$ cat src/rtl/core/yuv420_pair_to_rgb888_defines.svh
// Assertion macros shared by the YUV420 pair to RGB888 converter.
// No dependencies; the using module must provide clk and rst_n in scope.
`ifndef YUV420_PAIR_TO_RGB888_DEFINES_SVH
`define YUV420_PAIR_TO_RGB888_DEFINES_SVH

// Consequence must hold in the same cycle as the condition.
`define YPRGB_ASSERT_NOW(lbl, cond, cons, msg) \
  lbl: assert property (@(posedge clk) disable iff (!rst_n) (cond) |-> (cons)) \
    else $error(msg);

// Consequence must hold in the cycle after the sequence ends.
`define YPRGB_ASSERT_NEXT(lbl, seq, cons, msg) \
  lbl: assert property (@(posedge clk) disable iff (!rst_n) seq |=> (cons)) \
    else $error(msg);

`endif

$ cat src/rtl/core/yprgb_pkg.sv
// Shared types and constants of the YUV420 pair to RGB888 converter.
// No dependencies.
package yprgb_pkg;

  // Fixed-point coefficients, scaled by 256.
  localparam logic signed [9:0] K_RV = 10'sd359;
  localparam logic signed [9:0] K_GV = 10'sd183;
  localparam logic signed [9:0] K_GU = 10'sd88;
  localparam logic signed [9:0] K_BU = 10'sd454;

  // Width of the scaled chroma products and of the luma plus offset sums.
  localparam int unsigned PROD_W = 17;
  localparam int unsigned SUM_W  = 10;
  localparam int unsigned FRAC_W = 8;

  // One accepted pixel pair.
  typedef struct packed {
    logic [7:0] luma_even;
    logic [7:0] luma_odd;
    logic [7:0] chroma_blue;
    logic [7:0] chroma_red;
  } pair_in_t;

  // After the multiply stage: lumas and the three scaled offsets.
  typedef struct packed {
    logic [7:0]               luma_even;
    logic [7:0]               luma_odd;
    logic signed [PROD_W-1:0] red_prod;
    logic signed [PROD_W-1:0] green_prod;
    logic signed [PROD_W-1:0] blue_prod;
  } prod_t;

  // After the add stage: unclamped channel values.
  typedef struct packed {
    logic signed [SUM_W-1:0] red_even;
    logic signed [SUM_W-1:0] green_even;
    logic signed [SUM_W-1:0] blue_even;
    logic signed [SUM_W-1:0] red_odd;
    logic signed [SUM_W-1:0] green_odd;
    logic signed [SUM_W-1:0] blue_odd;
  } sum_t;

  // Final saturated pixel pair.
  typedef struct packed {
    logic [7:0] red_even;
    logic [7:0] green_even;
    logic [7:0] blue_even;
    logic [7:0] red_odd;
    logic [7:0] green_odd;
    logic [7:0] blue_odd;
  } rgb_pair_t;

endpackage

$ cat src/rtl/core/yprgb_mul_stage.sv
// First pipeline stage: recenters chroma and forms the scaled offsets.
// Depends on yprgb_pkg.
module yprgb_mul_stage (
  input  logic              clk,
  input  logic              rst_n,
  input  logic              in_vld,
  output logic              in_rdy,
  input  yprgb_pkg::pair_in_t in_data,
  output logic              out_vld,
  input  logic              out_rdy,
  output yprgb_pkg::prod_t  out_data
);

  logic                         vld_r;
  logic                         vld_nxt;
  yprgb_pkg::prod_t             data_r;
  yprgb_pkg::prod_t             data_nxt;
  logic signed [7:0]            u_s;
  logic signed [7:0]            v_s;
  logic signed [yprgb_pkg::PROD_W:0] red_wide;
  logic signed [yprgb_pkg::PROD_W:0] green_wide;
  logic signed [yprgb_pkg::PROD_W:0] blue_wide;

  // The stage takes a new item when empty or when its item moves on.
  assign in_rdy  = !vld_r || out_rdy;
  assign vld_nxt = in_rdy ? in_vld : vld_r;

  // Subtracting 128 from an offset-binary byte flips its top bit.
  always_comb begin
    u_s = {~in_data.chroma_blue[7], in_data.chroma_blue[6:0]};
    v_s = {~in_data.chroma_red[7], in_data.chroma_red[6:0]};
    red_wide   = 18'(v_s) * 18'(yprgb_pkg::K_RV);
    green_wide = 18'(v_s) * 18'(yprgb_pkg::K_GV) + 18'(u_s) * 18'(yprgb_pkg::K_GU);
    blue_wide  = 18'(u_s) * 18'(yprgb_pkg::K_BU);
    data_nxt.luma_even  = in_data.luma_even;
    data_nxt.luma_odd   = in_data.luma_odd;
    data_nxt.red_prod   = red_wide[yprgb_pkg::PROD_W-1:0];
    data_nxt.green_prod = green_wide[yprgb_pkg::PROD_W-1:0];
    data_nxt.blue_prod  = blue_wide[yprgb_pkg::PROD_W-1:0];
  end

  // Valid bit with reset; payload loads only on acceptance.
  always_ff @(posedge clk) begin
    if (!rst_n) begin
      vld_r <= 1'b0;
    end else begin
      vld_r <= vld_nxt;
    end
  end

  always_ff @(posedge clk) begin
    if (in_vld && in_rdy) begin
      data_r <= data_nxt;
    end
  end

  assign out_vld  = vld_r;
  assign out_data = data_r;

endmodule

$ cat src/rtl/core/yprgb_add_stage.sv
// Second pipeline stage: floors the offsets and applies them to both lumas.
// Depends on yprgb_pkg.
module yprgb_add_stage (
  input  logic             clk,
  input  logic             rst_n,
  input  logic             in_vld,
  output logic             in_rdy,
  input  yprgb_pkg::prod_t in_data,
  output logic             out_vld,
  input  logic             out_rdy,
  output yprgb_pkg::sum_t  out_data
);

  localparam int unsigned SUM_W = yprgb_pkg::SUM_W;

  logic                     vld_r;
  logic                     vld_nxt;
  yprgb_pkg::sum_t          data_r;
  yprgb_pkg::sum_t          data_nxt;
  logic signed [SUM_W-1:0]  rd;
  logic signed [SUM_W-1:0]  gd;
  logic signed [SUM_W-1:0]  bd;
  logic signed [SUM_W-1:0]  ye;
  logic signed [SUM_W-1:0]  yo;

  assign in_rdy  = !vld_r || out_rdy;
  assign vld_nxt = in_rdy ? in_vld : vld_r;

  // Arithmetic shift floors toward minus infinity, then luma plus offset.
  always_comb begin
    rd = SUM_W'(in_data.red_prod >>> yprgb_pkg::FRAC_W);
    gd = SUM_W'(in_data.green_prod >>> yprgb_pkg::FRAC_W);
    bd = SUM_W'(in_data.blue_prod >>> yprgb_pkg::FRAC_W);
    ye = $signed({2'b00, in_data.luma_even});
    yo = $signed({2'b00, in_data.luma_odd});
    data_nxt.red_even   = ye + rd;
    data_nxt.green_even = ye - gd;
    data_nxt.blue_even  = ye + bd;
    data_nxt.red_odd    = yo + rd;
    data_nxt.green_odd  = yo - gd;
    data_nxt.blue_odd   = yo + bd;
  end

  always_ff @(posedge clk) begin
    if (!rst_n) begin
      vld_r <= 1'b0;
    end else begin
      vld_r <= vld_nxt;
    end
  end

  always_ff @(posedge clk) begin
    if (in_vld && in_rdy) begin
      data_r <= data_nxt;
    end
  end

  assign out_vld  = vld_r;
  assign out_data = data_r;

endmodule

$ cat src/rtl/core/yprgb_clamp_stage.sv
// Third pipeline stage: saturates every channel to 0..255 into the output register.
// Depends on yprgb_pkg.
module yprgb_clamp_stage (
  input  logic                 clk,
  input  logic                 rst_n,
  input  logic                 in_vld,
  output logic                 in_rdy,
  input  yprgb_pkg::sum_t      in_data,
  output logic                 out_vld,
  input  logic                 out_rdy,
  output yprgb_pkg::rgb_pair_t out_data
);

  logic                 vld_r;
  logic                 vld_nxt;
  yprgb_pkg::rgb_pair_t data_r;
  yprgb_pkg::rgb_pair_t data_nxt;

  // Negative values go to zero, values past 255 go to 255.
  function automatic logic [7:0] sat8(input logic signed [yprgb_pkg::SUM_W-1:0] s);
    logic [7:0] res;
    if (s[yprgb_pkg::SUM_W-1]) begin
      res = 8'd0;
    end else if (s[yprgb_pkg::SUM_W-2:8] != '0) begin
      res = 8'hFF;
    end else begin
      res = s[7:0];
    end
    return res;
  endfunction

  assign in_rdy  = !vld_r || out_rdy;
  assign vld_nxt = in_rdy ? in_vld : vld_r;

  always_comb begin
    data_nxt.red_even   = sat8(in_data.red_even);
    data_nxt.green_even = sat8(in_data.green_even);
    data_nxt.blue_even  = sat8(in_data.blue_even);
    data_nxt.red_odd    = sat8(in_data.red_odd);
    data_nxt.green_odd  = sat8(in_data.green_odd);
    data_nxt.blue_odd   = sat8(in_data.blue_odd);
  end

  always_ff @(posedge clk) begin
    if (!rst_n) begin
      vld_r <= 1'b0;
    end else begin
      vld_r <= vld_nxt;
    end
  end

  always_ff @(posedge clk) begin
    if (in_vld && in_rdy) begin
      data_r <= data_nxt;
    end
  end

  assign out_vld  = vld_r;
  assign out_data = data_r;

endmodule

$ cat src/rtl/core/yuv420_pair_to_rgb888.sv
// Path: an accepted item passes the multiply, add and clamp stage registers to the out_ port.
// Throughput: one pixel pair per cycle while out_stall is low; each of the three stages holds
// one item and moves on when the next stage is empty or draining.
// Reset: synchronous, active low; clears the stage valid bits only.
// Depends on yprgb_pkg, the three stage modules and the assertion header.
`include "yuv420_pair_to_rgb888_defines.svh"

module yuv420_pair_to_rgb888 (
  input  logic       clk,
  input  logic       rst_n,
  input  logic       in_valid,
  output logic       in_stall,
  input  logic [7:0] in_luma_even,
  input  logic [7:0] in_luma_odd,
  input  logic [7:0] in_chroma_blue,
  input  logic [7:0] in_chroma_red,
  output logic       out_valid,
  input  logic       out_stall,
  output logic [7:0] out_red_even,
  output logic [7:0] out_green_even,
  output logic [7:0] out_blue_even,
  output logic [7:0] out_red_odd,
  output logic [7:0] out_green_odd,
  output logic [7:0] out_blue_odd
);

  yprgb_pkg::pair_in_t  pair_in;
  yprgb_pkg::prod_t     prod;
  yprgb_pkg::sum_t      sum;
  yprgb_pkg::rgb_pair_t rgb;
  logic                 in_rdy;
  logic                 prod_vld;
  logic                 prod_rdy;
  logic                 sum_vld;
  logic                 sum_rdy;

  assign pair_in.luma_even   = in_luma_even;
  assign pair_in.luma_odd    = in_luma_odd;
  assign pair_in.chroma_blue = in_chroma_blue;
  assign pair_in.chroma_red  = in_chroma_red;
  assign in_stall            = !in_rdy;

  // Chroma recentering and constant multiplies.
  yprgb_mul_stage u_mul (
    .clk      (clk),
    .rst_n    (rst_n),
    .in_vld   (in_valid),
    .in_rdy   (in_rdy),
    .in_data  (pair_in),
    .out_vld  (prod_vld),
    .out_rdy  (prod_rdy),
    .out_data (prod)
  );

  // Offset flooring and luma addition.
  yprgb_add_stage u_add (
    .clk      (clk),
    .rst_n    (rst_n),
    .in_vld   (prod_vld),
    .in_rdy   (prod_rdy),
    .in_data  (prod),
    .out_vld  (sum_vld),
    .out_rdy  (sum_rdy),
    .out_data (sum)
  );

  // Saturation into the output register.
  yprgb_clamp_stage u_clamp (
    .clk      (clk),
    .rst_n    (rst_n),
    .in_vld   (sum_vld),
    .in_rdy   (sum_rdy),
    .in_data  (sum),
    .out_vld  (out_valid),
    .out_rdy  (!out_stall),
    .out_data (rgb)
  );

  assign out_red_even   = rgb.red_even;
  assign out_green_even = rgb.green_even;
  assign out_blue_even  = rgb.blue_even;
  assign out_red_odd    = rgb.red_odd;
  assign out_green_odd  = rgb.green_odd;
  assign out_blue_odd   = rgb.blue_odd;

  // The input backs up only when every stage is full and the output is held.
  `YPRGB_ASSERT_NOW(a_stall_only_full, in_stall, out_valid && out_stall && sum_vld && prod_vld, "input stalled while the pipeline has room")

  // An accepted item reaches the output through the add and clamp stages when nothing holds it.
  `YPRGB_ASSERT_NEXT(a_latency_three, ((in_valid && !in_stall) ##1 !out_stall ##1 !out_stall), out_valid, "accepted item did not arrive within three cycles")

  // A full middle stage that cannot drain keeps its item.
  `YPRGB_ASSERT_NEXT(a_mid_holds, (sum_vld && !sum_rdy), sum_vld, "held item dropped from the add stage")

endmodule
$ cat config.mk
export PLATFORM = sky130hd
export DESIGN_NAME = yuv420_pair_to_rgb888
export DESIGN_NICKNAME = d
export VERILOG_FILES = /design/src/rtl/core/yprgb_pkg.sv /design/src/rtl/core/yprgb_mul_stage.sv /design/src/rtl/core/yprgb_add_stage.sv /design/src/rtl/core/yprgb_clamp_stage.sv /design/src/rtl/core/yuv420_pair_to_rgb888.sv
export VERILOG_INCLUDE_DIRS = /design/src /design/src/rtl/core
export SDC_FILE = /design/constraint.sdc
export NUM_CORES = 1
export LEC_CHECK = 0
export ABC_AREA = 1
export BUFFER_PORTS_ARGS = -buffer_cell sky130_fd_sc_hd__buf_4
export CAP_MARGIN = 20
export CORE_AREA = 2 2 189 191
export DETAILED_ROUTE_END_ITERATION = 10
export DIE_AREA = 0 0 191 193
export HOLD_SLACK_MARGIN = 0.02
export PLACE_DENSITY = 0.47
export RECOVER_POWER = 50
export SLEW_MARGIN = 15
export SYNTH_ARGS = -nofsm -noshare
export SYNTH_HDL_FRONTEND = slang
export SYNTH_SLANG_ARGS = --single-unit
$ cat constraint.sdc
create_clock -name clk -period 9.8 [get_ports clk]
set_input_delay 1.47 -clock clk [delete_from_list [all_inputs] [get_ports clk]]
set_output_delay 1.47 -clock clk [all_outputs]
set_load 0.05 [all_outputs]
-- Yosys cells after proc, flatten, opt, wreduce, memory -nomap -nowiden
Cells that the tools add are included.
- flip-flop bits (word level): 177
- output and inout port bits: 50
- logic and storage cells: 50
- add/sub/neg operators: 7
- multiply operators: 4
- mux-type cells: 6
- bitwise logic cells: 2
- reductions and logical operators: 11
- operators with widths (cell ; number):
    $mux 8 ; 6
    $add 9x9->10 ; 4
    $sub 9x9->10 ; 2
    $add 17x17->17 ; 1
    $mul 8x10->17 const B ; 1
    $mul 8x9->17 const B ; 1
    $mul 8x9->16 const B ; 1
    $mul 8x5->13 const B ; 1
    $logic_not 1->1 ; 5
    $logic_and 1x1->1 ; 3
    $logic_or 1x1->1 ; 3
    $not 1->1 ; 2

-- Longest topological paths before layout
Gate-level depths: netlist of the first run.
- depth in word-level cells: 5
- depth in mapped cells: 25

-- Modules after synthesis
From an unflattened synthesis of the first run, not the netlist that was laid out.
- cells, all modules: 1483
- area, all modules: 13719.4 um^2
- modules (own cells, without submodules) (module ; instances ; cells an instance ; area each (um^2)):
    yprgb_mul_stage ; 1 ; 739 ; 7195.7
    yprgb_add_stage ; 1 ; 579 ; 4571.9
    yprgb_clamp_stage ; 1 ; 163 ; 1944.4
    yuv420_pair_to_rgb888 ; 1 ; 2 ; 7.5

-- Worst setup path after synthesis of the first run
No wires, ideal clock.
- path kind: input port to flip-flop
- start: input in_chroma_blue[2]
- end: register u_mul.data_r, in the netlist u_mul.out_data[33], data pin
- arrival time: 5997 ps
- data required time: 9548 ps
- slack: 3551 ps
- stages: 23
- cell sequence: ha_1 inv_1 fa_1 inv_1 ha_1 nand2_1 nand2_1 a31oi_1 xor2_1 inv_1 fa_1 inv_1 fa_1 fa_1 inv_1 ha_1 ha_1 a21oi_1 o21ai_0 a21oi_1 nand2_1 nand2_1 nand2_1
- longest elaborated chain between the ends: 2
- RTL lines (what ; line ; RTL):
    from (decl) ; yuv420_pair_to_rgb888.sv:15 ; input logic [7:0] in_chroma_blue,
    $mul 8x5->13 ; yprgb_mul_stage.sv:33 ; green_wide = 18'(v_s) * 18'(yprgb_pkg::K_GV) + 18'(u_s) * 18'(yprgb_pkg::K_GU);
    $add 17x17->17 ; yprgb_mul_stage.sv:33 ;
    via u_mul.green_wide, one bit ; yprgb_mul_stage.sv:21 ; logic signed [yprgb_pkg::PROD_W:0] green_wide;
    to (signal assigned) ; yprgb_mul_stage.sv:53 ; data_r <= data_nxt;
    to (decl) ; yprgb_mul_stage.sv:16 ; yprgb_pkg::prod_t data_r;
The timed path passes the listed nets, and every way through them passes these cells.
A chain may end at the register's enable or synchronous reset.

-- Worst setup path in the final report of the first run
- start: input in_chroma_blue[4]
- end: register u_mul.data_r, in the netlist u_mul.out_data[33], data pin
Same word-level chain as after synthesis.

==> flow_metrics.py, run 1 <==
metrics = {
    "run_status": {
        "status": "finished, violations left",
        "failed_checks": "capacitance limit, slew limit",
    },
    "critical_path": {
        "r2r_start": "u_add.out_vld",
        "cp_max_fo": 7,
        "ff2ff_path_depth": 6,
        "slowest_delay_ns": 0.54,
        "required_ns": 9.98,
        "cp.arrival_ns": 6.51,
        "endpoint_kind": "flip-flop",
        "cp_slowest_cell": "fa_1",
        "worstReg2RegEnd": "u_mul.out_data[61]",
        "crit_chain": "buf_4, ha_1, inv_1, fa_1, inv_1, ha_1, nand2_1, nand2_1, a31oi_1, xor2_1, inv_1, fa_1, inv_1, fa_1, fa_1, inv_1, ha_1, ha_1, a21oi_1, o21ai_0, a21oi_1, nand2_1, nand2_1, nand2_1",
        "r2r_setup_slack_ns": 6.96,
        "worst_setup_path_start_kind": "primary input",
        "critPathKind": "primary input to flip-flop",
    },
    "min_path": {
        "worstHoldPathCells": 2,
        "hold_start": "u_mul.out_vld",
        "worstHoldPathType": "flip-flop to flip-flop",
        "hold_end": "u_add.out_vld",
    },
    "sta": {
        "worst_pin_slew_ns": 2.58,
        "final_max_slew_viol_count": 93,
        "rsz0062_at_grt": "no",
        "skew_ns": 0.0121,
        "finalSetupViolations": 0,
        "hold_viol": 0,
        "worst_slack_ns": 3.47,
        "setup_tns_ns": 0,
        "relSlewSlack": -0.717,
        "period_share": 0.646,
        "fmax_ghz": 0.158,
        "period_minus_slack_ns": 6.33,
    },
    "cts": {
        "clock_latency_ns": 0.42,
        "clock_path_buffers": 2,
        "cts_sinks": 154,
        "cts_resized": 0,
        "cts_hold_buf": 0,
        "root_buffer": "clkbuf_16",
        "post_cts_buffers": 0,
        "cts-buffers-inserted": 17,
        "cts_tree": "built",
        "cts_max_level": 4,
        "clk_pin_slew_worst_paths_ns": 0.07,
    },
    "synth": {
        "yosysMostFrequentCell": "inv_1",
        "synth_common_cells": "inv_1 (218), ha_1 (190), nand2_1 (184), edfxtp_1 (151), nor2_1 (138)",
        "synth_cells": 1236,
        "yosysTopAreaCell": "edfxtp_1",
        "ys_ff_latch": 154,
        "synthFlopType": "edfxtp_1",
        "synth_cell_types": 32,
        "ys_seq_area_frac": 0.379,
        "yosysTopAreaCellShare": 0.375,
        "syn_avg_cell_area_um2": 9.79,
        "ys_warn_count": 0,
        "synthArstFlopShare": 0,
        "synth_area_leaders": "edfxtp_1 (37%), ha_1 (20%), fa_1 (10%)",
        "synth_area_um2": 12100,
        "synth_fp_nets": 1525,
        "synth_edf_count": 151,
    },
    "final_layout": {
        "antenna_cells": 0,
        "regArea_um2": 4590,
        "nFillCells": 3534,
        "syn_to_final_growth_pct": 14.1,
        "multi_input_area_um2": 6630,
        "final_layout_size_suffix_gt1_frac": 0.0953,
        "fin_cells": 1804,
        "fin_nets": 1619,
    },
    "route": {
        "dr.first_iter.drc_count": 229,
        "routedWlPerCell_um": 13.7,
        "vias": 8036,
        "drt_pass1_iterations": 4,
        "routed_via_density": 4.45,
        "drt_wl_total_mm": 24.8,
        "drc": 0,
        "drtAntennaViolNets": 0,
    },
    "pwr": {
        "power.density_nw_per_um2": 285,
        "ir_drop_v": 0.000198,
        "leakage_nw": 6.70,
    },
    "global_route": {
        "overflow": 0,
        "grt_max_degree": 61,
        "antenna_found_initial": 0,
        "grt_use_met1": 0.195,
        "grt-busiest-layer": "met2",
        "met3_usage": 0.0134,
        "grt_pass1_wl_mm": 40.7,
        "grt_pass1_vias": 7912,
        "grt.total_usage": 0.141,
        "use_met2": 0.235,
    },
    "floorplanning": {
        "die_h_um": 193,
        "dieWidth_um": 191,
        "start_util": 0.346,
        "num_rows": 69,
        "core_um2": 35000,
        "die-area_um2": 36900,
        "io_pins": 86,
    },
    "placed_design": {
        "place.gp.congestion": 0.865,
        "dp_slack_ns": 3.01,
        "place_inst": 1772,
        "io_buffers": 85,
        "dp_hpwl_mm": 21.1,
    },
    "flow_run": {
        "cap_violations": 2,
    },
}
-- per-stage QoR --
step / utilization / cell area [um^2] / hold slack (ns) / power (W)
5_1_grt: 0.395 / 13800 / 0.487 / 0.00435
2_1_floorplan: - / 12100 / 0.449 / 0.00283
3_5_place_dp: 0.381 / 13300 / 0.466 / 0.00337
4_1_cts: 0.396 / 13900 / 0.476 / 0.00399
6_report: 0.395 / 13800 / 0.474 / 0.00393
3_3_place_gp: 0.381 / 13300 / 0.459 / 0.00337
-- where the power goes --
| part | switching [W] | internal (W) | leakage, nW |
|---|---|---|---|
| registers | 0.0000860 | 0.00102 | 1.46 |
| logic | 0.00137 | 0.000865 | 4.99 |
| clock network | 0.000267 | 0.000329 | 0.261 |
-- routing by layer --
layer / vias to the layer above / wire length, um
li1: 4254 / -
met1: 3667 / 12200
met2: 93 / 11600
met3: 22 / 504
met4: 0 / 460
met5: - / 0
-- state kept, by name, summed over array words and instances (netlist names) --
register and cells:
u_add.out_data 60, u_add.out_vld 1, u_clamp.out_data 48, u_clamp.out_vld 1
u_mul.out_data 43, u_mul.out_vld 1
-- worst max path at each step --
| stage | slack (ns) | from | to |
|---|---|---|---|
| after floorplan | 3.55 | in_chroma_blue[2] | u_mul.out_data[33] |
| after global placement | 3.10 | in_chroma_blue[2] | u_mul.out_data[33] |
| after detailed placement | 3.01 | in_chroma_blue[4] | u_mul.out_data[33] |
| after CTS | 3.46 | in_chroma_blue[4] | u_mul.out_data[33] |
| after global routing | 3.18 | in_chroma_blue[4] | u_mul.out_data[31] |
| final | 3.47 | in_chroma_blue[4] | u_mul.out_data[33] |
-- kinds of logic (layout without fill, tap and decap cells) --
group,after synthesis,after routing,share of synthesized area
buffers and inverters,231,338,0.0722
AO/OA/AOI/OAI,133,133,0.0653
AND/OR/NAND/NOR,397,397,0.133
XOR/XNOR,68,68,0.0492
flip-flops,154,154,0.379
adder cells (fa/ha/maj),253,253,0.301
-- critical path: cells and delay by family --
family / cells / cell delay [ns]
AO/OA/AOI/OAI: 4 / 0.83
XOR/XNOR: 1 / 0.17
adder cells (fa/ha/maj): 8 / 3.27
buffers and inverters: 6 / 0.40
AND/OR/NAND/NOR: 5 / 0.35
-- layout by cell type, fill, tap and decap left out, types with 3 or more instances in the layout --
cell type and count:
inv_1 217, ha_1 190, nand2_1 184, edfxtp_1 151, nor2_1 137, a21oi_1 72, buf_4 68, fa_1 63
nand3_1 52, xor2_1 48, xnor2_1 20, a21o_1 19, o21ai_0 18, clkbuf_16 17, clkbuf_4 16, nand4_1 11
o21bai_1 5, clkbuf_1 5, o21a_1 4, nor3_1 4, clkinv_4 4, o21ai_1 3, o21ai_2 3, a31oi_1 3
clkinvlp_4 3, inv_6 3, dfxtp_1 3
-- cell type report --
| class | count | share of cell area |
|---|---|---|
| inverter | 218 | 0.0593 |
| sequential | 154 | 0.333 |
| tap | 461 | 0.0418 |
| clock buffer | 18 | 0.0311 |
| timing repair buffer | 88 | 0.0467 |
| clock inverter | 14 | 0.00843 |
| multi-input combinational | 851 | 0.480 |
Note: power is estimated with default switching activity, not from simulation.
==> run 2: changes to the inputs <==
ABC_AREA = 0   (was 1)
CORE_AREA = 2 2 183 185   (was 2 2 189 191)
DIE_AREA = 0 0 185 187   (was 0 0 191 193)
clock period = 5.95 ns   (was 9.8 ns; I/O delays follow)
==> flow_metrics.py, run 2 <==
metrics = {
    "final_layout": {
        "final_layout_size_suffix_gt1_frac": 0.116,
        "fin_nets": 1387,
        "antenna_cells": 0,
        "syn_to_final_growth_pct": 17.4,
        "mostFrequentLayoutCells": "ha_1 (181), inv_1 (151), edfxtp_1 (151)",
        "largest_reg_flops": 60,
        "layout_commonest_cell": "ha_1",
        "fin_cells": 1559,
    },
    "floorplanning": {
        "start_util": 0.343,
        "die_h_um": 187,
        "io_pins": 86,
        "core_um2": 32900,
        "num_rows": 67,
        "dieWidth_um": 185,
        "die-area_um2": 34600,
    },
    "route": {
        "routedWlPerCell_um": 13.9,
        "drt_pass1_iterations": 8,
        "drtAntennaViolNets": 0,
        "drt_wl_total_mm": 21.7,
        "routed_via_density": 4.38,
        "drc": 0,
        "dr.first_iter.drc_count": 244,
        "vias": 6825,
    },
    "critical_path": {
        "critPathKind": "primary input to flip-flop",
        "slowest_delay_ns": 0.57,
        "required_ns": 6.13,
        "crit_family": "adder cells",
        "cp_slowest_cell": "fa_1",
        "cp_max_fo": 5,
        "crit_buf_inv": 7,
        "crit_chain": "buf_4, buf_4, ha_1, inv_1, fa_1, inv_1, ha_4, xnor2_1, ha_1, inv_1, fa_1, fa_1, inv_1, fa_1, ha_4, ha_4, nand2_2, or3_4, a32oi_1, buf_4, and2_4, o21a_1, nor2_2, xnor2_1",
        "worst_setup_path_start_kind": "primary input",
        "cp.arrival_ns": 6.02,
        "endpoint_kind": "flip-flop",
    },
    "synth": {
        "synth_edf_count": 151,
        "synthFlopType": "edfxtp_1",
        "synth_cells": 983,
        "synth_cell_types": 44,
        "yosysTopAreaCellShare": 0.402,
        "synth_common_cells": "ha_1 (190), inv_1 (153), edfxtp_1 (151), nor2_1 (127), fa_1 (63)",
        "ys_ff_latch": 154,
        "syn_avg_cell_area_um2": 11.5,
        "synth_fp_nets": 1272,
        "yosysTopAreaCell": "edfxtp_1",
        "synthArstFlopShare": 0,
        "yosysMostFrequentCell": "ha_1",
        "ys_warn_count": 0,
        "ys_seq_area_frac": 0.407,
        "synth_area_um2": 11300,
        "synth_area_leaders": "edfxtp_1 (40%), ha_1 (21%), fa_1 (11%)",
    },
    "cts": {
        "clock_latency_ns": 0.43,
        "clk_pin_slew_worst_paths_ns": 0.06,
        "cts_max_level": 4,
        "root_buffer": "clkbuf_16",
        "clock_path_buffers": 2,
        "cts-buffers-inserted": 17,
        "cts_tree": "built",
        "cts_hold_buf": 0,
        "cts_sinks": 154,
    },
    "global_route": {
        "grt_max_degree": 61,
        "grt_pass1_vias": 6814,
        "antenna_found_initial": 0,
        "grt.total_usage": 0.131,
        "grt_pass1_wl_mm": 35.0,
        "overflow": 0,
    },
    "placed_design": {
        "place_inst": 1526,
        "dp_hpwl_mm": 18.3,
        "place.gp.congestion": 0.810,
        "io_buffers": 85,
        "dp_slack_ns": -0.470,
    },
    "sta": {
        "rsz0062_at_grt": "yes",
        "worst_slack_ns": 0.114,
        "hold_viol": 0,
        "finalSetupViolations": 0,
        "relSlewSlack": -0.689,
        "final_max_slew_viol_count": 49,
        "setup_tns_ns": 0,
        "skew_ns": 0.00993,
        "period_share": 0.981,
        "fmax_ghz": 0.171,
        "worst_pin_slew_ns": 2.53,
        "period_minus_slack_ns": 5.84,
    },
    "pwr": {
        "leakage_nw": 5.90,
        "ir_drop_v": 0.000318,
        "total_power_w": 0.00628,
        "power.density_nw_per_um2": 475,
    },
    "min_path": {
        "worstHoldPathType": "flip-flop to flip-flop",
    },
    "run_status": {
        "failed_checks": "capacitance limit, slew limit",
        "status": "finished, violations left",
    },
    "flow_run": {
        "cap_violations": 1,
    },
}
[run 2: final timing paths]
| check | startpoint | to | slack [ns] | depth (start not counted) |
|---|---|---|---|---|
| worst max-delay path | in_chroma_blue[2] | u_mul.out_data[30] | 0.11 | 24 |
| worst min-delay path | u_mul.out_vld | u_add.out_vld | 0.50 | 1 |
| worst min register to register | u_mul.out_vld | u_add.out_vld | 0.50 | 1 |
| worst max register to register | u_add.out_vld | u_clamp.out_data[6] | 3.16 | 2 |
[run 2: metal layers]
layer,wire (um),vias up,track usage
met1,10500,3170,0.177
met2,10400,84,0.217
met5,0,-,0
li1,-,3558,-
met4,218,0,0.0321
met3,621,13,0.0259
[run 2: final cells by class]
type | count | area, um^2
well taps | 448 | 561
inverters | 153 | 574
fillers | 3283 | 19600
clock buffers | 19 | 433
repair buffers | 109 | 672
multi-input cells | 663 | 6240
clock inverters | 13 | 165
flip-flops and latches | 154 | 4590
[run 2: timing repair]
item                                    in CTS  in global routing
pin swaps                                    2                 18
setup buffers                                0                  1
gates resized for setup                      0                 20
endpoints found under the setup margin       1                  6
[run 2: report_power, final]
| group | total, W | switching [W] | internal [W] |
|---|---|---|---|
| registers | 0.00184 | 0.000152 | 0.00169 |
| logic | 0.00336 | 0.00177 | 0.00159 |
| clock network | 0.00108 | 0.000423 | 0.000661 |
| total | 0.00628 | 0.00234 | 0.00394 |
[run 2: worst register-to-register path: cells and delay by family (launching register included)]
kind | cells | cell delay [ns]
DFF | 1 | 0.34
buffers and inverters | 1 | 1.79
AOI/OAI and AO/OA | 1 | 0.16
[run 2: through the flow]
step	utilization	hold WS, ns	cell area [um^2]
final	0.403	0.498	13200
after global placement	0.386	0.480	12700
after global routing	0.403	0.527	13200
after CTS	0.404	0.503	13300
after floorplan	-	0.446	11300
after detailed placement	0.386	0.487	12700
[run 2: logic make-up (layout without fill, tap and decap cells)]
logic type      count (synthesis)  in the layout  share of synthesized area
xor+xnor                       76             76                     0.0590
compound gates                133            133                     0.0775
simple gates                  200            200                     0.0772
mux                             1              1                   0.000888
flops                         154            154                      0.407
fa+ha+maj                     253            253                      0.323
buf+inv                       166            294                     0.0553
